### src/hw/rtl/sif_pkg.sv
// ----------------------------------------------------------------------------
// sif_pkg
// Shared widths, codes and controller/datapath interface types for the set
// intersection filter.
// ----------------------------------------------------------------------------
package sif_pkg;

    localparam int DATA_W          = 32;
    localparam int OP_W            = 2;
    localparam int ST_W            = 3;
    localparam int MAX_ENTRIES_DEF = 256;

    // Operation codes carried on the input tuser.
    localparam logic [OP_W-1:0] OP_LOAD  = 2'd0;
    localparam logic [OP_W-1:0] OP_PROBE = 2'd1;
    localparam logic [OP_W-1:0] OP_CLEAR = 2'd2;

    // Result status codes carried on the output tuser.
    localparam logic [ST_W-1:0] ST_LOADED  = 3'd0;
    localparam logic [ST_W-1:0] ST_DROPPED = 3'd1;
    localparam logic [ST_W-1:0] ST_MATCH   = 3'd2;
    localparam logic [ST_W-1:0] ST_MISS    = 3'd3;
    localparam logic [ST_W-1:0] ST_CLEARED = 3'd4;

    // Commands from the controller to the datapath.
    typedef struct packed {
        logic accept;     // take the input item this cycle
        logic rd_en;      // issue a store read at the scan index
        logic set_match;  // latch a match result
        logic set_miss;   // latch a miss result
        logic emit;       // move the pending result into the output register
    } sif_cmd_t;

    // Status from the datapath to the controller.
    typedef struct packed {
        logic in_probe;   // input item is a probe
        logic in_void;    // input item has an unused op and gives no result
        logic can_read;   // scan index is below the loaded count
        logic hit;        // entry read last cycle equals the probe
        logic exhaust;    // all loaded entries read and compared
        logic out_free;   // output register can take a result this cycle
    } sif_sts_t;

endpackage

### src/hw/rtl/sif_ctrl.sv
// ----------------------------------------------------------------------------
// sif_ctrl
// Controller: accepts items, sequences the store scan of a probe and hands
// each result to the output register.
// ----------------------------------------------------------------------------
module sif_ctrl (
    input  logic               aclk,
    input  logic               aresetn,
    input  logic               s_tvalid,
    output logic               s_tready,
    input  sif_pkg::sif_sts_t  sts,
    output sif_pkg::sif_cmd_t  cmd
);
    import sif_pkg::*;

    typedef enum logic [1:0] {
        S_IDLE,
        S_SCAN,
        S_EMIT
    } state_t;

    state_t state_reg, state_next;

    always_comb begin
        state_next = state_reg;
        cmd        = '0;
        unique case (state_reg)
            S_IDLE: begin
                cmd.accept = s_tvalid;
                if (s_tvalid) begin
                    priority if (sts.in_void) begin
                        state_next = S_IDLE;
                    end else if (sts.in_probe) begin
                        state_next = S_SCAN;
                    end else begin
                        state_next = S_EMIT;
                    end
                end
            end
            S_SCAN: begin
                cmd.rd_en = sts.can_read && !sts.hit;
                if (sts.hit) begin
                    cmd.set_match = 1'b1;
                    state_next    = S_EMIT;
                end else if (sts.exhaust) begin
                    cmd.set_miss = 1'b1;
                    state_next   = S_EMIT;
                end
            end
            S_EMIT: begin
                if (sts.out_free) begin
                    cmd.emit   = 1'b1;
                    state_next = S_IDLE;
                end
            end
            default: begin
                state_next = S_IDLE;
            end
        endcase
    end

    always_ff @(posedge aclk) begin
        if (!aresetn) begin
            state_reg <= S_IDLE;
        end else begin
            state_reg <= state_next;
        end
    end

    assign s_tready = (state_reg == S_IDLE);

endmodule

### config.mk
export PLATFORM = sky130hd
export DESIGN_NAME = sif_ctrl
export DESIGN_NICKNAME = d
export VERILOG_FILES = /design/src/hw/rtl/sif_pkg.sv /design/src/hw/rtl/sif_ctrl.sv
export SDC_FILE = /design/constraint.sdc
export NUM_CORES = 1
export LEC_CHECK = 0
export BUFFER_PORTS_ARGS = -buffer_cell sky130_fd_sc_hd__buf_2
export CAP_MARGIN = 30
export CORE_AREA = 2 2 39 41
export CTS_BUF_LIST = sky130_fd_sc_hd__clkbuf_16
export DETAILED_ROUTE_END_ITERATION = 10
export DIE_AREA = 0 0 41 43
export GPL_TIMING_DRIVEN = 0
export MAX_ROUTING_LAYER = met4
export PLACE_DENSITY = 0.3
export SYNTH_ARGS = -nofsm -noshare
export SYNTH_HDL_FRONTEND = slang
export SYNTH_SLANG_ARGS = --single-unit
### constraint.sdc
create_clock -name aclk -period 1.51 [get_ports aclk]
set_input_delay 0.453 -clock aclk [delete_from_list [all_inputs] [get_ports aclk]]
set_output_delay 0.453 -clock aclk [all_outputs]
set_load 0.01 [all_outputs]
**Yosys cells after proc, flatten, opt, wreduce, memory -nomap -nowiden**

Cells that the tools add are included.

- Flip-flop bits (word level): 2
- Input port bits: 9
- Output and inout port bits: 6
- Word-level logic and storage cells: 24

- Eq/ne operators: 5
- Muxes and demuxes: 14
- Reductions and logical operators: 4

Operators with widths:

| kind | number |
|---|---|
| 2-bit 2-to-1 mux | 6 |
| 1-bit 2-to-1 mux | 6 |
| 2-bit case mux with 3 select lines | 1 |
| 2-bit != test (second input constant) | 2 |
| 3-bit 2-to-1 mux | 1 |
| 3-bit != test (second input constant) | 1 |
| 3-bit AND reduction | 1 |
| 2-bit by 1-bit equality test with 1-bit output (second input constant) | 1 |
| 2-bit equality test (second input constant) | 1 |
| 2-bit zero test | 1 |
| 1-bit logical AND | 1 |
| 1-bit zero test | 1 |

**Longest topological paths before layout**

Gate-level depths: netlist (run 1).

- Depth in word-level cells: 4
- Mapped depth: 3
- Gate-level depth less buffers: 3

**Least setup slack after synthesis (run 1)**

No wires, ideal clock.

- Path type: input to output
- Start: in sts[2] (netlist name)
- End: out cmd[1] (netlist name)
- Data arrival time: 0.811 ns
- Data required time: 1.057 ns
- Slack: 0.246 ns
- Stages on the path: 2
- Path buffers: 0
- Cells stage by stage: nor3b_2 > and2_1

RTL lines:

| what | RTL line | source |
|---|---|---|
| from (decl) | sif_ctrl.sv:11 | `input sif_pkg::sif_sts_t sts,` |
| to (decl) | sif_ctrl.sv:12 | `output sif_pkg::sif_cmd_t cmd` |

==> run summary, run 1 <==
WORST SETUP PATH
-------------------------------------------------------------------------------------
Critical register-to-register path endpoint                              state_reg[1]$_SDFFE_PN0P_
List of cells traversed by the critical path                             nor3b_4 > and2_1 > buf_2
Cell depth of the worst flop-to-flop path                                           3
Critical Path Max Stage Delay                                                 0.35 ns
Max FO, Critical Path                                                               5
Crit end category                                                         output port
WP data arrival                                                               1.05 ns
Worst setup path startpoint                                              state_reg[0]$_SDFFE_PN0P_
Critical path data required time                                              1.06 ns
Crit path buffers/inverters                                                         1
Startpoint type of the worst setup path                                      register
Family with the most delay on the worst path                             simple AND/OR/NAND/NOR gates
Minimum setup slack among reg-to-reg paths                                    0.50 ns
Class of the most critical setup path                                    register to output port
Master of the slowest instance on the critical path                           dfxtp_4
Launching point of the worst reg2reg path                                state_reg[1]$_SDFFE_PN0P_

SYNTH
-------------------------------------------------------------------------------------
Ranking of synthesized cells by area                                     dfxtp_1, and2_1, nor4b_2
Sequential-to-total area share from yosys stat                                  25.6%
Distinct cell type count of the synthesized netlist                                13
Mapped Nets                                                                        28
Biggest area consumer among synthesized cells                                 dfxtp_1
Flip-flop and latch count after synthesis                                           2
Synthesized instance count                                                         19
Yosys warning count                                                                 0
Synthesized area per cell                                                  8.23 sq um
Summed instance area of the synthesized netlist                             156 sq um
Area share of the leading cell type in the synthesized netlist                  25.6%

STA
-------------------------------------------------------------------------------------
RSZ-0062 raised after global routing                                              yes
Time the final worst path needs with I/O delays and setup                     1.50 ns
Final Slew Violations                                                               0
Final period utilization                                                        99.5%
Sum Neg Setup Slack                                                              0 ns
Relative max-transition margin                                                  83.3%
Clock Skews                                                                0.00123 ns
Final hold violation count                                                          0
Fin worst setup slack                                                      0.00804 ns
Actual slew at the worst max-slew pin                                        0.249 ns
Number of setup violations in the final report                                      0
Fmax                                                                        0.666 GHz

CLOCKING
-------------------------------------------------------------------------------------
Later-pin clock latency in the skew report                                    0.22 ns
Buffer type at the clock tree root                                          clkbuf_16
Clk slew on worst S/H paths                                                   0.03 ns
Number of H-tree levels                                                             1
Inserted Clock Buffers                                                              3
Clock tree from TritonCTS                                                       built
Clk buf depth                                                                       2
Clock tree sinks                                                                    2

POWER AND IR DROP
-------------------------------------------------------------------------------------
Switching share of total power                                                  16.6%
Power consumption                                                              499 uW
Internal cell power                                                            416 uW
Fraction of power consumed by the clock network                                 79.7%
Relative contribution of combinational cells to total power                      8.4%
Reported leakage power                                                       0.174 nW
VDD IR max                                                                 0.000612 V
Power density over the cells                                             1410 nW/um^2
Proportion of power drawn by flip-flops and latches                             11.8%
Switching power                                                               82.7 uW

DIE
-------------------------------------------------------------------------------------
Top-level port count                                                               15
Die footprint                                                              1760 sq um
Placeable core area                                                        1380 sq um
Initial Util                                                                    11.3%
Vert. Die Dim                                                                   43 um
Num rows                                                                           14
Width of the die                                                                41 um

PLACEMENT
-------------------------------------------------------------------------------------
Routability congestion estimate from global placement                           0.592
Count of buffers inserted at the top-level ports                                   14
Pre-CTS setup slack                                                       -0.00714 ns
Detailed placement HPWL                                                        363 um
Placed cell count                                                                  49

FINAL LAYOUT
-------------------------------------------------------------------------------------
Number of nets in the finished design                                              49
Max FFs per register                                                                2
Commonest non-fill, non-tap cells in the layout                          buf_2, and2_1, clkbuf_16
Most frequent standard cell in the layout excluding fill and tap cells          buf_2
Diodes inserted                                                                     0
Fill cell instance count of the final layout                                      156
Non-filler cells, final                                                            54
Fraction of layout cells with a size suffix above 1                             63.2%
Area growth from synthesis to final layout                                       126%

RUN STATUS
-------------------------------------------------------------------------------------
Outcome                                                                     completed

JOB
-------------------------------------------------------------------------------------
Count of maximum capacitance violations                                             0

GRT
-------------------------------------------------------------------------------------
Total global routing overflow                                                       0
GR Util All Layers                                                              8.21%
Number of antenna violations at the first check in global routing                   0
Number of global-route vias before repair                                         217
Global-route wire length before repair                                         841 um
Maximum number of pins on one net before global-route repair                        7

DRT
-------------------------------------------------------------------------------------
Vias per inst                                                                    3.76
Aggregate routed wire length                                                   480 um
Number of vias in the routed layout                                               203
Routed len/inst                                                               8.89 um
Number of routed nets with antenna violations                                       0
1st-pass router iterations                                                          3
DRC errors left                                                                     0
Iter 0 DRT Violations                                                               6

MIN PATH
-------------------------------------------------------------------------------------
Hold Path Sink                                                           state_reg[1]$_SDFFE_PN0P_
Start point of the worst hold path                                            aresetn
Worst Hold Depth                                                                    2
Worst min-delay path category                                            input port to register

==> cell usage after synthesis <==
cell / count
nor4b_2: 1
inv_1: 2
nor3b_2: 1
o21a_1: 1
nor2_1: 2
o21ai_0: 1
nand2b_1: 1
o22ai_1: 1
a22oi_1: 1
and3b_2: 1
nor2b_1: 2
and2_1: 3
dfxtp_1: 2
==> cells by family (layout without fill, tap and decap cells) <==
family                 after synthesis  after routing  synth area share, %
AOI/OAI and AO/OA                    4              4                 16.8
buffers and inverters                2             21                 4.80
DFF                                  2              2                 25.6
and+or+nand+nor                     11             11                 52.8
==> worst max path at each step <==
stage          endpoint  slack [ns]  cells after the start
6_report         cmd[3]       0.008                      3
5_1_grt          cmd[3]       -0.07                      3
4_1_cts          cmd[3]       -0.01                      3
3_5_place_dp     cmd[3]      -0.007                      4
3_3_place_gp     cmd[1]        0.01                      4
2_1_floorplan    cmd[1]        0.25                      2
==> through the flow <==
step                utilization [%]  area, sq um  hold slack (ns)
floorplan                         -          156            0.571
global placement               17.8          246            0.668
detailed placement             17.8          246            0.674
CTS                            25.0          347            0.447
global route                   25.6          354            0.452
finish                         25.6          354            0.447
==> repair_timing <==
item | 4_1_cts | 5_1_grt
hold buffers | 0 | 0
buffers inserted | 1 | 1
cloned | 0 | 0
setup endpoints to repair | 2 | 2
gates resized for setup | 6 | 0
pin swaps | 2 | 2
==> routing by layer <==
layer  track usage (%)  share of wire (%)  vias to the layer above
li1                  -                  -                      103
met1              7.32                 38                       83
met2              10.3                 40                       13
met3              4.71                 17                        4
met4              10.0                4.6                        0
met5                 -                  0                        -
==> layout make-up <==
type	instances	area [sq um]	share of cell area, %
clock buffer	3	75.1	21.2
inverter	2	7.51	2.12
multi-input combinational	15	115	32.5
sequential	2	45.0	12.7
tap	16	20.0	5.65
timing repair buffer	16	91.3	25.8
==> power groups by stage <==
stage,clock network [mW],logic [mW],registers [mW]
after CTS,0.406,0.0411,0.0593
after global placement,0,0.0371,0.0601
after detailed placement,0,0.0375,0.0602
final,0.398,0.0421,0.0591
after global routing,0.414,0.0473,0.0597
after floorplan,0,0.0178,0.0593
(Power assumes the default switching activity.)
==> inputs of run 2 (changes only) <==
BUFFER_PORTS_ARGS = -buffer_cell sky130_fd_sc_hd__buf_4   (was -buffer_cell sky130_fd_sc_hd__buf_2)
CAP_MARGIN = not set   (was 30)
SLEW_MARGIN = 5   (was not set)
==> run 2 against run 1 <==
  * Non-clock buffer count down 1
  * Clock skew about the same
  * Critical endpoint is now cmd[1]
  * First-iteration DRC count did not move
  * Fmax hardly changed
  * Global-route usage decreased by 1.2 points
  * Design area increased by 7.8%
  * Die area unchanged
  * Critical path depth is 1 higher
  * Core utilization rose by 2.0 points
  * Sequential cell count unchanged
  * Combinational power is 16% higher
==> run summary, run 2 (synthesis gave the netlist of run 1 again) <==
CLOCKING
-------------------------------------------------------------------------------------
Later-pin clock latency in the skew report                                    0.22 ns   about the same
Buffer type at the clock tree root                                          clkbuf_16   unchanged
Number of H-tree levels                                                             1   unchanged
Inserted Clock Buffers                                                              3   unchanged
Clk slew on worst S/H paths                                                   0.03 ns   about the same
Clock tree from TritonCTS                                                       built   unchanged
Clock tree sinks                                                                    2   unchanged
Clk buf depth                                                                       2   unchanged

WORST SETUP PATH
-------------------------------------------------------------------------------------
Crit path buffers/inverters                                                         2   was 1
Master of the slowest instance on the critical path                           nor3b_4   was dfxtp_4
Critical path data required time                                              1.06 ns   about the same
Critical register-to-register path endpoint                              state_reg[1]$_SDFFE_PN0P_   unchanged
Family with the most delay on the worst path                             simple AND/OR/NAND/NOR gates   unchanged
Class of the most critical setup path                                    input port to output port   was register to output port
List of cells traversed by the critical path                             buf_4 > nor3b_4 > and2_4 > buf_6   was nor3b_4 > and2_1 > buf_2
Critical path destination                                                      cmd[1]   was cmd[3]
Cell depth of the worst flop-to-flop path                                           3   unchanged
Critical Path Max Stage Delay                                                 0.21 ns   was 0.35 ns
Worst setup path startpoint                                                    sts[2]   was state_reg[0]$_SDFFE_PN0P_
Crit end category                                                         output port   unchanged
Launching point of the worst reg2reg path                                state_reg[1]$_SDFFE_PN0P_   unchanged
Max FO, Critical Path                                                               3   was 5
Startpoint type of the worst setup path                                    input port   was register
Total number of cells along the worst setup path                                    4   was 3
WP data arrival                                                               1.05 ns   about the same
Minimum setup slack among reg-to-reg paths                                    0.50 ns   about the same

DRT
-------------------------------------------------------------------------------------
1st-pass router iterations                                                          2   was 3
Number of vias in the routed layout                                               191   was 203
DRC errors left                                                                     0   unchanged
Vias per inst                                                                    3.60   was 3.76
Iter 0 DRT Violations                                                               6   unchanged
Routed len/inst                                                               8.53 um   was 8.89 um
Number of routed nets with antenna violations                                       0   unchanged
Aggregate routed wire length                                                   452 um   was 480 um

STA
-------------------------------------------------------------------------------------
RSZ-0062 raised after global routing                                              yes   unchanged
Final period utilization                                                        99.4%   was 99.5%
Number of setup violations in the final report                                      0   unchanged
Clock Skews                                                               0.000899 ns   was 0.00123 ns
Fmax                                                                        0.666 GHz   about the same
Final hold violation count                                                          0   unchanged
Fin worst setup slack                                                      0.00943 ns   was 0.00804 ns
Final Slew Violations                                                               0   unchanged
Actual slew at the worst max-slew pin                                        0.263 ns   was 0.249 ns
Relative max-transition margin                                                  82.4%   was 83.3%
Time the final worst path needs with I/O delays and setup                     1.50 ns   about the same

DIE
-------------------------------------------------------------------------------------
Vert. Die Dim                                                                   43 um   unchanged
Die footprint                                                              1760 sq um   unchanged
Num rows                                                                           14   unchanged
Top-level port count                                                               15   unchanged
Placeable core area                                                        1380 sq um   unchanged
Width of the die                                                                41 um   unchanged
Initial Util                                                                    11.3%   unchanged

POWER AND IR DROP
-------------------------------------------------------------------------------------
VDD IR max                                                                 0.000664 V   was 0.000612 V
Reported leakage power                                                       0.178 nW   was 0.174 nW
Power consumption                                                              504 uW   was 499 uW
Power density over the cells                                             1320 nW/um^2   was 1410 nW/um^2

FINAL LAYOUT
-------------------------------------------------------------------------------------
Area growth from synthesis to final layout                                       144%   was 126%
Number of nets in the finished design                                              48   was 49
Commonest non-fill, non-tap cells in the layout                          buf_4, clkbuf_16   was buf_2, and2_1, clkbuf_16
Max FFs per register                                                                2   unchanged
Fraction of layout cells with a size suffix above 1                             64.9%   was 63.2%
Diodes inserted                                                                     0   unchanged
Fill cell instance count of the final layout                                      149   was 156
Most frequent standard cell in the layout excluding fill and tap cells          buf_4   was buf_2

MIN PATH
-------------------------------------------------------------------------------------
Worst min-delay path category                                            input port to register   unchanged

GRT
-------------------------------------------------------------------------------------
GR Util All Layers                                                              6.97%   was 8.21%
Number of antenna violations at the first check in global routing                   0   unchanged
Global-route wire length before repair                                         717 um   was 841 um
Total global routing overflow                                                       0   unchanged
Maximum number of pins on one net before global-route repair                        7   unchanged
Number of global-route vias before repair                                         194   was 217

PLACEMENT
-------------------------------------------------------------------------------------
Pre-CTS setup slack                                                      -0.000493 ns   was -0.00714 ns
Count of buffers inserted at the top-level ports                                   14   unchanged
Routability congestion estimate from global placement                           0.599   was 0.592

RUN STATUS
-------------------------------------------------------------------------------------
Outcome                                                                     completed   unchanged

JOB
-------------------------------------------------------------------------------------
Count of maximum capacitance violations                                             0   unchanged

run 2: cell count changes in the layout (fill, tap and decap cells not counted):
cell    before  now
and2_4       0    1
buf_2       13    0
and2_1       3    2
buf_4        2   14
run 2: area by class of cell:
cell class / instances / area [sq um] / area share [%]
clock buffer: 3 / 75.1 / 19.7
timing repair buffer: 15 / 116 / 30.5
inverter: 2 / 7.51 / 1.97
multi-input combinational: 15 / 118 / 30.8
sequential: 2 / 45.0 / 11.8
tap: 16 / 20.0 / 5.25
run 2: timing repair:
action | 4_1_cts | 5_1_grt
setup endpoints to repair | 2 | 2
gates resized for setup | 4 | 2
buffers inserted | 1 | 0
pin swaps | 1 | 2
hold buffers | 0 | 0
run 2: power breakdown:
group / leakage [nW] / internal [mW] / switching [mW] / total, mW
logic: 0.123 / 0.0314 / 0.0175 / 0.0489
clock network: 0.0370 / 0.337 / 0.0594 / 0.396
registers: 0.0175 / 0.0549 / 0.00432 / 0.0593
run 2: worst register-to-register path, cell delays in order (launching register included):
cell and delay (ns):
dfxtp_2 0.34, nor4b_2 0.33, nor2b_1 0.17, o21a_1 0.11
run 2: routing by layer:
metal  vias to the layer above  global-route usage [%]  wire length [um]
met3                         0                    4.71                76
met5                         -                       -                 0
met2                        12                    7.81               192
met1                        77                    7.01               183
li1                        102                       -                 -
met4                         0                    8.00                 0
run 2: worst min-delay path by stage:
stage,from,to,cells past startpoint
4_1_cts,aresetn,state_reg[1]$_SDFFE_PN0P_,2
3_5_place_dp,state_reg[1]$_SDFFE_PN0P_,state_reg[1]$_SDFFE_PN0P_,2
2_1_floorplan,aresetn,state_reg[1]$_SDFFE_PN0P_,1
6_report,aresetn,state_reg[1]$_SDFFE_PN0P_,2
5_1_grt,aresetn,state_reg[1]$_SDFFE_PN0P_,2
3_3_place_gp,aresetn,state_reg[1]$_SDFFE_PN0P_,2
run 2: through the flow:
step | area [sq um] | std cells | utilization [%] | hold slack [ns] | setup TNS [ns]
finish | 382 | 53 | 27.6 | 0.446 | 0
detailed placement | 282 | 49 | 20.3 | 0.666 | -0.000493
floorplan | 156 | 19 | - | 0.571 | 0
CTS | 375 | 53 | 27.1 | 0.448 | -0.00279
global route | 382 | 53 | 27.6 | 0.458 | -0.0722
global placement | 282 | 49 | 20.3 | 0.664 | 0
==> inputs of run 3 (changes only) <==
CELL_PAD_IN_SITES_DETAIL_PLACEMENT = 1   (was not set)
CELL_PAD_IN_SITES_GLOBAL_PLACEMENT = 1   (was not set)
PLACE_DENSITY = 0.42   (was 0.3)
==> run 3 against run 2 <==
  * Global-route usage is 0.82 points higher
  * Hold slack hardly changed
  * Design area is 0.33% higher
  * Via count is 5.8% higher
  * Setup slack worse by 0.0060 ns
  * Sequential power hardly changed
  * Critical path type unchanged
  * Highest routed layer unchanged
==> run summary, run 3 (synthesis gave the netlist of run 1 again) <==
DIE
-------------------------------------------------------------------------------------
Top-level port count                                                               15   unchanged
Vert. Die Dim                                                                   43 um   unchanged
Die footprint                                                              1760 sq um   unchanged
Num rows                                                                           14   unchanged
Width of the die                                                                41 um   unchanged
Placeable core area                                                        1380 sq um   unchanged
Initial Util                                                                    11.3%   unchanged

STA
-------------------------------------------------------------------------------------
RSZ-0062 raised after global routing                                              yes   unchanged
Number of setup violations in the final report                                      0   unchanged
Final period utilization                                                        99.8%   was 99.4%
Fmax                                                                        0.664 GHz   was 0.666 GHz
Actual slew at the worst max-slew pin                                        0.258 ns   was 0.263 ns
Clock Skews                                                                0.00248 ns   was 0.000899 ns
Final hold violation count                                                          0   unchanged
Time the final worst path needs with I/O delays and setup                     1.51 ns   was 1.50 ns
Final Slew Violations                                                               0   unchanged
Relative max-transition margin                                                  82.7%   was 82.4%

POWER AND IR DROP
-------------------------------------------------------------------------------------
Power density over the cells                                             1310 nW/um^2   was 1320 nW/um^2
Relative contribution of combinational cells to total power                      9.9%   was 9.7%
Power consumption                                                              503 uW   was 504 uW
Internal cell power                                                            423 uW   about the same
Switching power                                                               80.1 uW   was 81.3 uW
Proportion of power drawn by flip-flops and latches                             11.8%   was 11.7%
Reported leakage power                                                       0.181 nW   was 0.178 nW
Switching share of total power                                                  15.9%   was 16.1%
Fraction of power consumed by the clock network                                 78.3%   was 78.6%
VDD IR max                                                                 0.000599 V   was 0.000664 V

WORST SETUP PATH
-------------------------------------------------------------------------------------
Cell depth of the worst flop-to-flop path                                           5   was 3
Max FO, Critical Path                                                               3   unchanged
Most frequent cell on the critical path                                         buf_4
Crit end category                                                         output port   unchanged
WP data arrival                                                               1.05 ns   about the same
Class of the most critical setup path                                    input port to output port   unchanged
Critical Path Max Stage Delay                                                 0.21 ns   about the same
List of cells traversed by the critical path                             buf_4 > nor3b_4 > and2_1 > buf_4   was buf_4 > nor3b_4 > and2_4 > buf_6
Minimum setup slack among reg-to-reg paths                                    0.39 ns   was 0.50 ns
Master of the slowest instance on the critical path                           nor3b_4   unchanged
Critical register-to-register path endpoint                              state_reg[0]$_SDFFE_PN0P_   was state_reg[1]$_SDFFE_PN0P_
Launching point of the worst reg2reg path                                state_reg[0]$_SDFFE_PN0P_   was state_reg[1]$_SDFFE_PN0P_
Critical path data required time                                              1.06 ns   about the same
Crit path buffers/inverters                                                         2   unchanged
Worst setup path startpoint                                                    sts[2]   unchanged
Total number of cells along the worst setup path                                    4   unchanged
Critical path destination                                                      cmd[1]   unchanged
Family with the most delay on the worst path                             simple AND/OR/NAND/NOR gates   unchanged
Startpoint type of the worst setup path                                    input port   unchanged

CLOCKING
-------------------------------------------------------------------------------------
Clock tree sinks                                                                    2   unchanged
Number of H-tree levels                                                             1   unchanged
Inserted Clock Buffers                                                              3   unchanged
Clock tree from TritonCTS                                                       built   unchanged
Later-pin clock latency in the skew report                                    0.22 ns   about the same
Buffer type at the clock tree root                                          clkbuf_16   unchanged
Clk buf depth                                                                       2   unchanged
Clk slew on worst S/H paths                                                   0.03 ns   about the same

DRT
-------------------------------------------------------------------------------------
Number of routed nets with antenna violations                                       0   unchanged
Iter 0 DRT Violations                                                               0   was 6
DRC errors left                                                                     0   unchanged
Number of vias in the routed layout                                               202   was 191
Aggregate routed wire length                                                   548 um   was 452 um
Vias per inst                                                                    3.74   was 3.60
1st-pass router iterations                                                          1   was 2
Routed len/inst                                                               10.1 um   was 8.53 um

PLACEMENT
-------------------------------------------------------------------------------------
Routability congestion estimate from global placement                           0.525   was 0.599
Placed Area                                                                 282 sq um   unchanged
Placed cell count                                                                  49   unchanged
Count of buffers inserted at the top-level ports                                   14   unchanged

FINAL LAYOUT
-------------------------------------------------------------------------------------
Final cell area excluding filler cells                                      383 sq um   was 382 sq um
Fraction of layout cells with a size suffix above 1                             63.2%   was 64.9%
Most frequent standard cell in the layout excluding fill and tap cells          buf_4   unchanged
Max FFs per register                                                                2   unchanged
Commonest non-fill, non-tap cells in the layout                          buf_4, and2_1, clkbuf_16   was buf_4, clkbuf_16
Non-filler cells, final                                                            54   was 53
Number of nets in the finished design                                              49   was 48
Diodes inserted                                                                     0   unchanged
Area growth from synthesis to final layout                                       145%   was 144%

GRT
-------------------------------------------------------------------------------------
Number of antenna violations at the first check in global routing                   0   unchanged
Number of global-route vias before repair                                         205   was 194
Total global routing overflow                                                       0   unchanged
GR Util All Layers                                                              7.79%   was 6.97%
Global-route wire length before repair                                         821 um   was 717 um
Maximum number of pins on one net before global-route repair                        7   unchanged

RUN STATUS
-------------------------------------------------------------------------------------
Outcome                                                                     completed   unchanged

MIN PATH
-------------------------------------------------------------------------------------
Worst min-delay path category                                            input port to register   unchanged

JOB
-------------------------------------------------------------------------------------
Count of maximum capacitance violations                                             0   unchanged

run 3: changes by cell type in the layout (fill, tap and decap cells not counted):
cell | previous run | this run
and2_1 | 2 | 3
and2_4 | 1 | 0
buf_4 | 14 | 16
buf_6 | 1 | 0
run 3: worst min path at each step:
stage	from	to	slack, ns	cells after the start
final	aresetn	state_reg[1]$_SDFFE_PN0P_	0.45	2
after CTS	aresetn	state_reg[1]$_SDFFE_PN0P_	0.45	2
after global placement	aresetn	state_reg[1]$_SDFFE_PN0P_	0.66	2
after global routing	aresetn	state_reg[1]$_SDFFE_PN0P_	0.46	2
after floorplan	aresetn	state_reg[1]$_SDFFE_PN0P_	0.57	1
after detailed placement	aresetn	state_reg[1]$_SDFFE_PN0P_	0.67	2
run 3: cell type report:
cell class / count / area, sq um
multi-input cells: 15 / 115
clock buffers: 3 / 75.1
inverters: 2 / 7.51
fillers: 161 / 1000
flip-flops and latches: 2 / 45.0
repair buffers: 16 / 120
well taps: 16 / 20.0
run 3: metrics by stage:
stage / TNS [ns] / hold WS, ns / setup slack, ns / utilization (%)
after CTS: 0 / 0.447 / 0.00600 / 27.1
after global placement: 0 / 0.664 / 0.00473 / 20.3
final: 0 / 0.446 / 0.00344 / 27.7
after global routing: -0.0932 / 0.464 / -0.0500 / 27.7
after detailed placement: -0.00164 / 0.671 / -0.00164 / 20.3
after floorplan: 0 / 0.571 / 0.246 / -
run 3: worst reg2reg max path, cell delays in order, from the launching register on:
cell and delay, ns:
dfxtp_4 0.35, nor3b_4 0.15, buf_4 0.13, buf_4 0.12, a22oi_1 0.19, nor2b_1 0.06
run 3: routing by layer:
layer  track usage [%]  up-vias  share of wire [%]
met1              8.92       80                 43
met2              9.38       18                 39
met3              4.71        0                 18
met4              6.00        0                  0
li1                  -      104                  -
met5                 -        -                  0
run 3: power groups by stage:
| stage | combinational [mW] | clock, mW | sequential [mW] |
|---|---|---|---|
| after floorplan | 0.0178 | 0 | 0.0593 |
| after global placement | 0.0474 | 0 | 0.0601 |
| after detailed placement | 0.0481 | 0 | 0.0602 |
| after CTS | 0.0501 | 0.403 | 0.0593 |
| after global routing | 0.0562 | 0.407 | 0.0600 |
| final | 0.0499 | 0.394 | 0.0593 |
run 3: what timing repair did:
item                       in CTS  in global routing
pin swaps                       1                  1
setup endpoints to repair       2                  2
hold buffers                    0                  0
gates resized for setup         4                  0
buffers inserted                1                  1
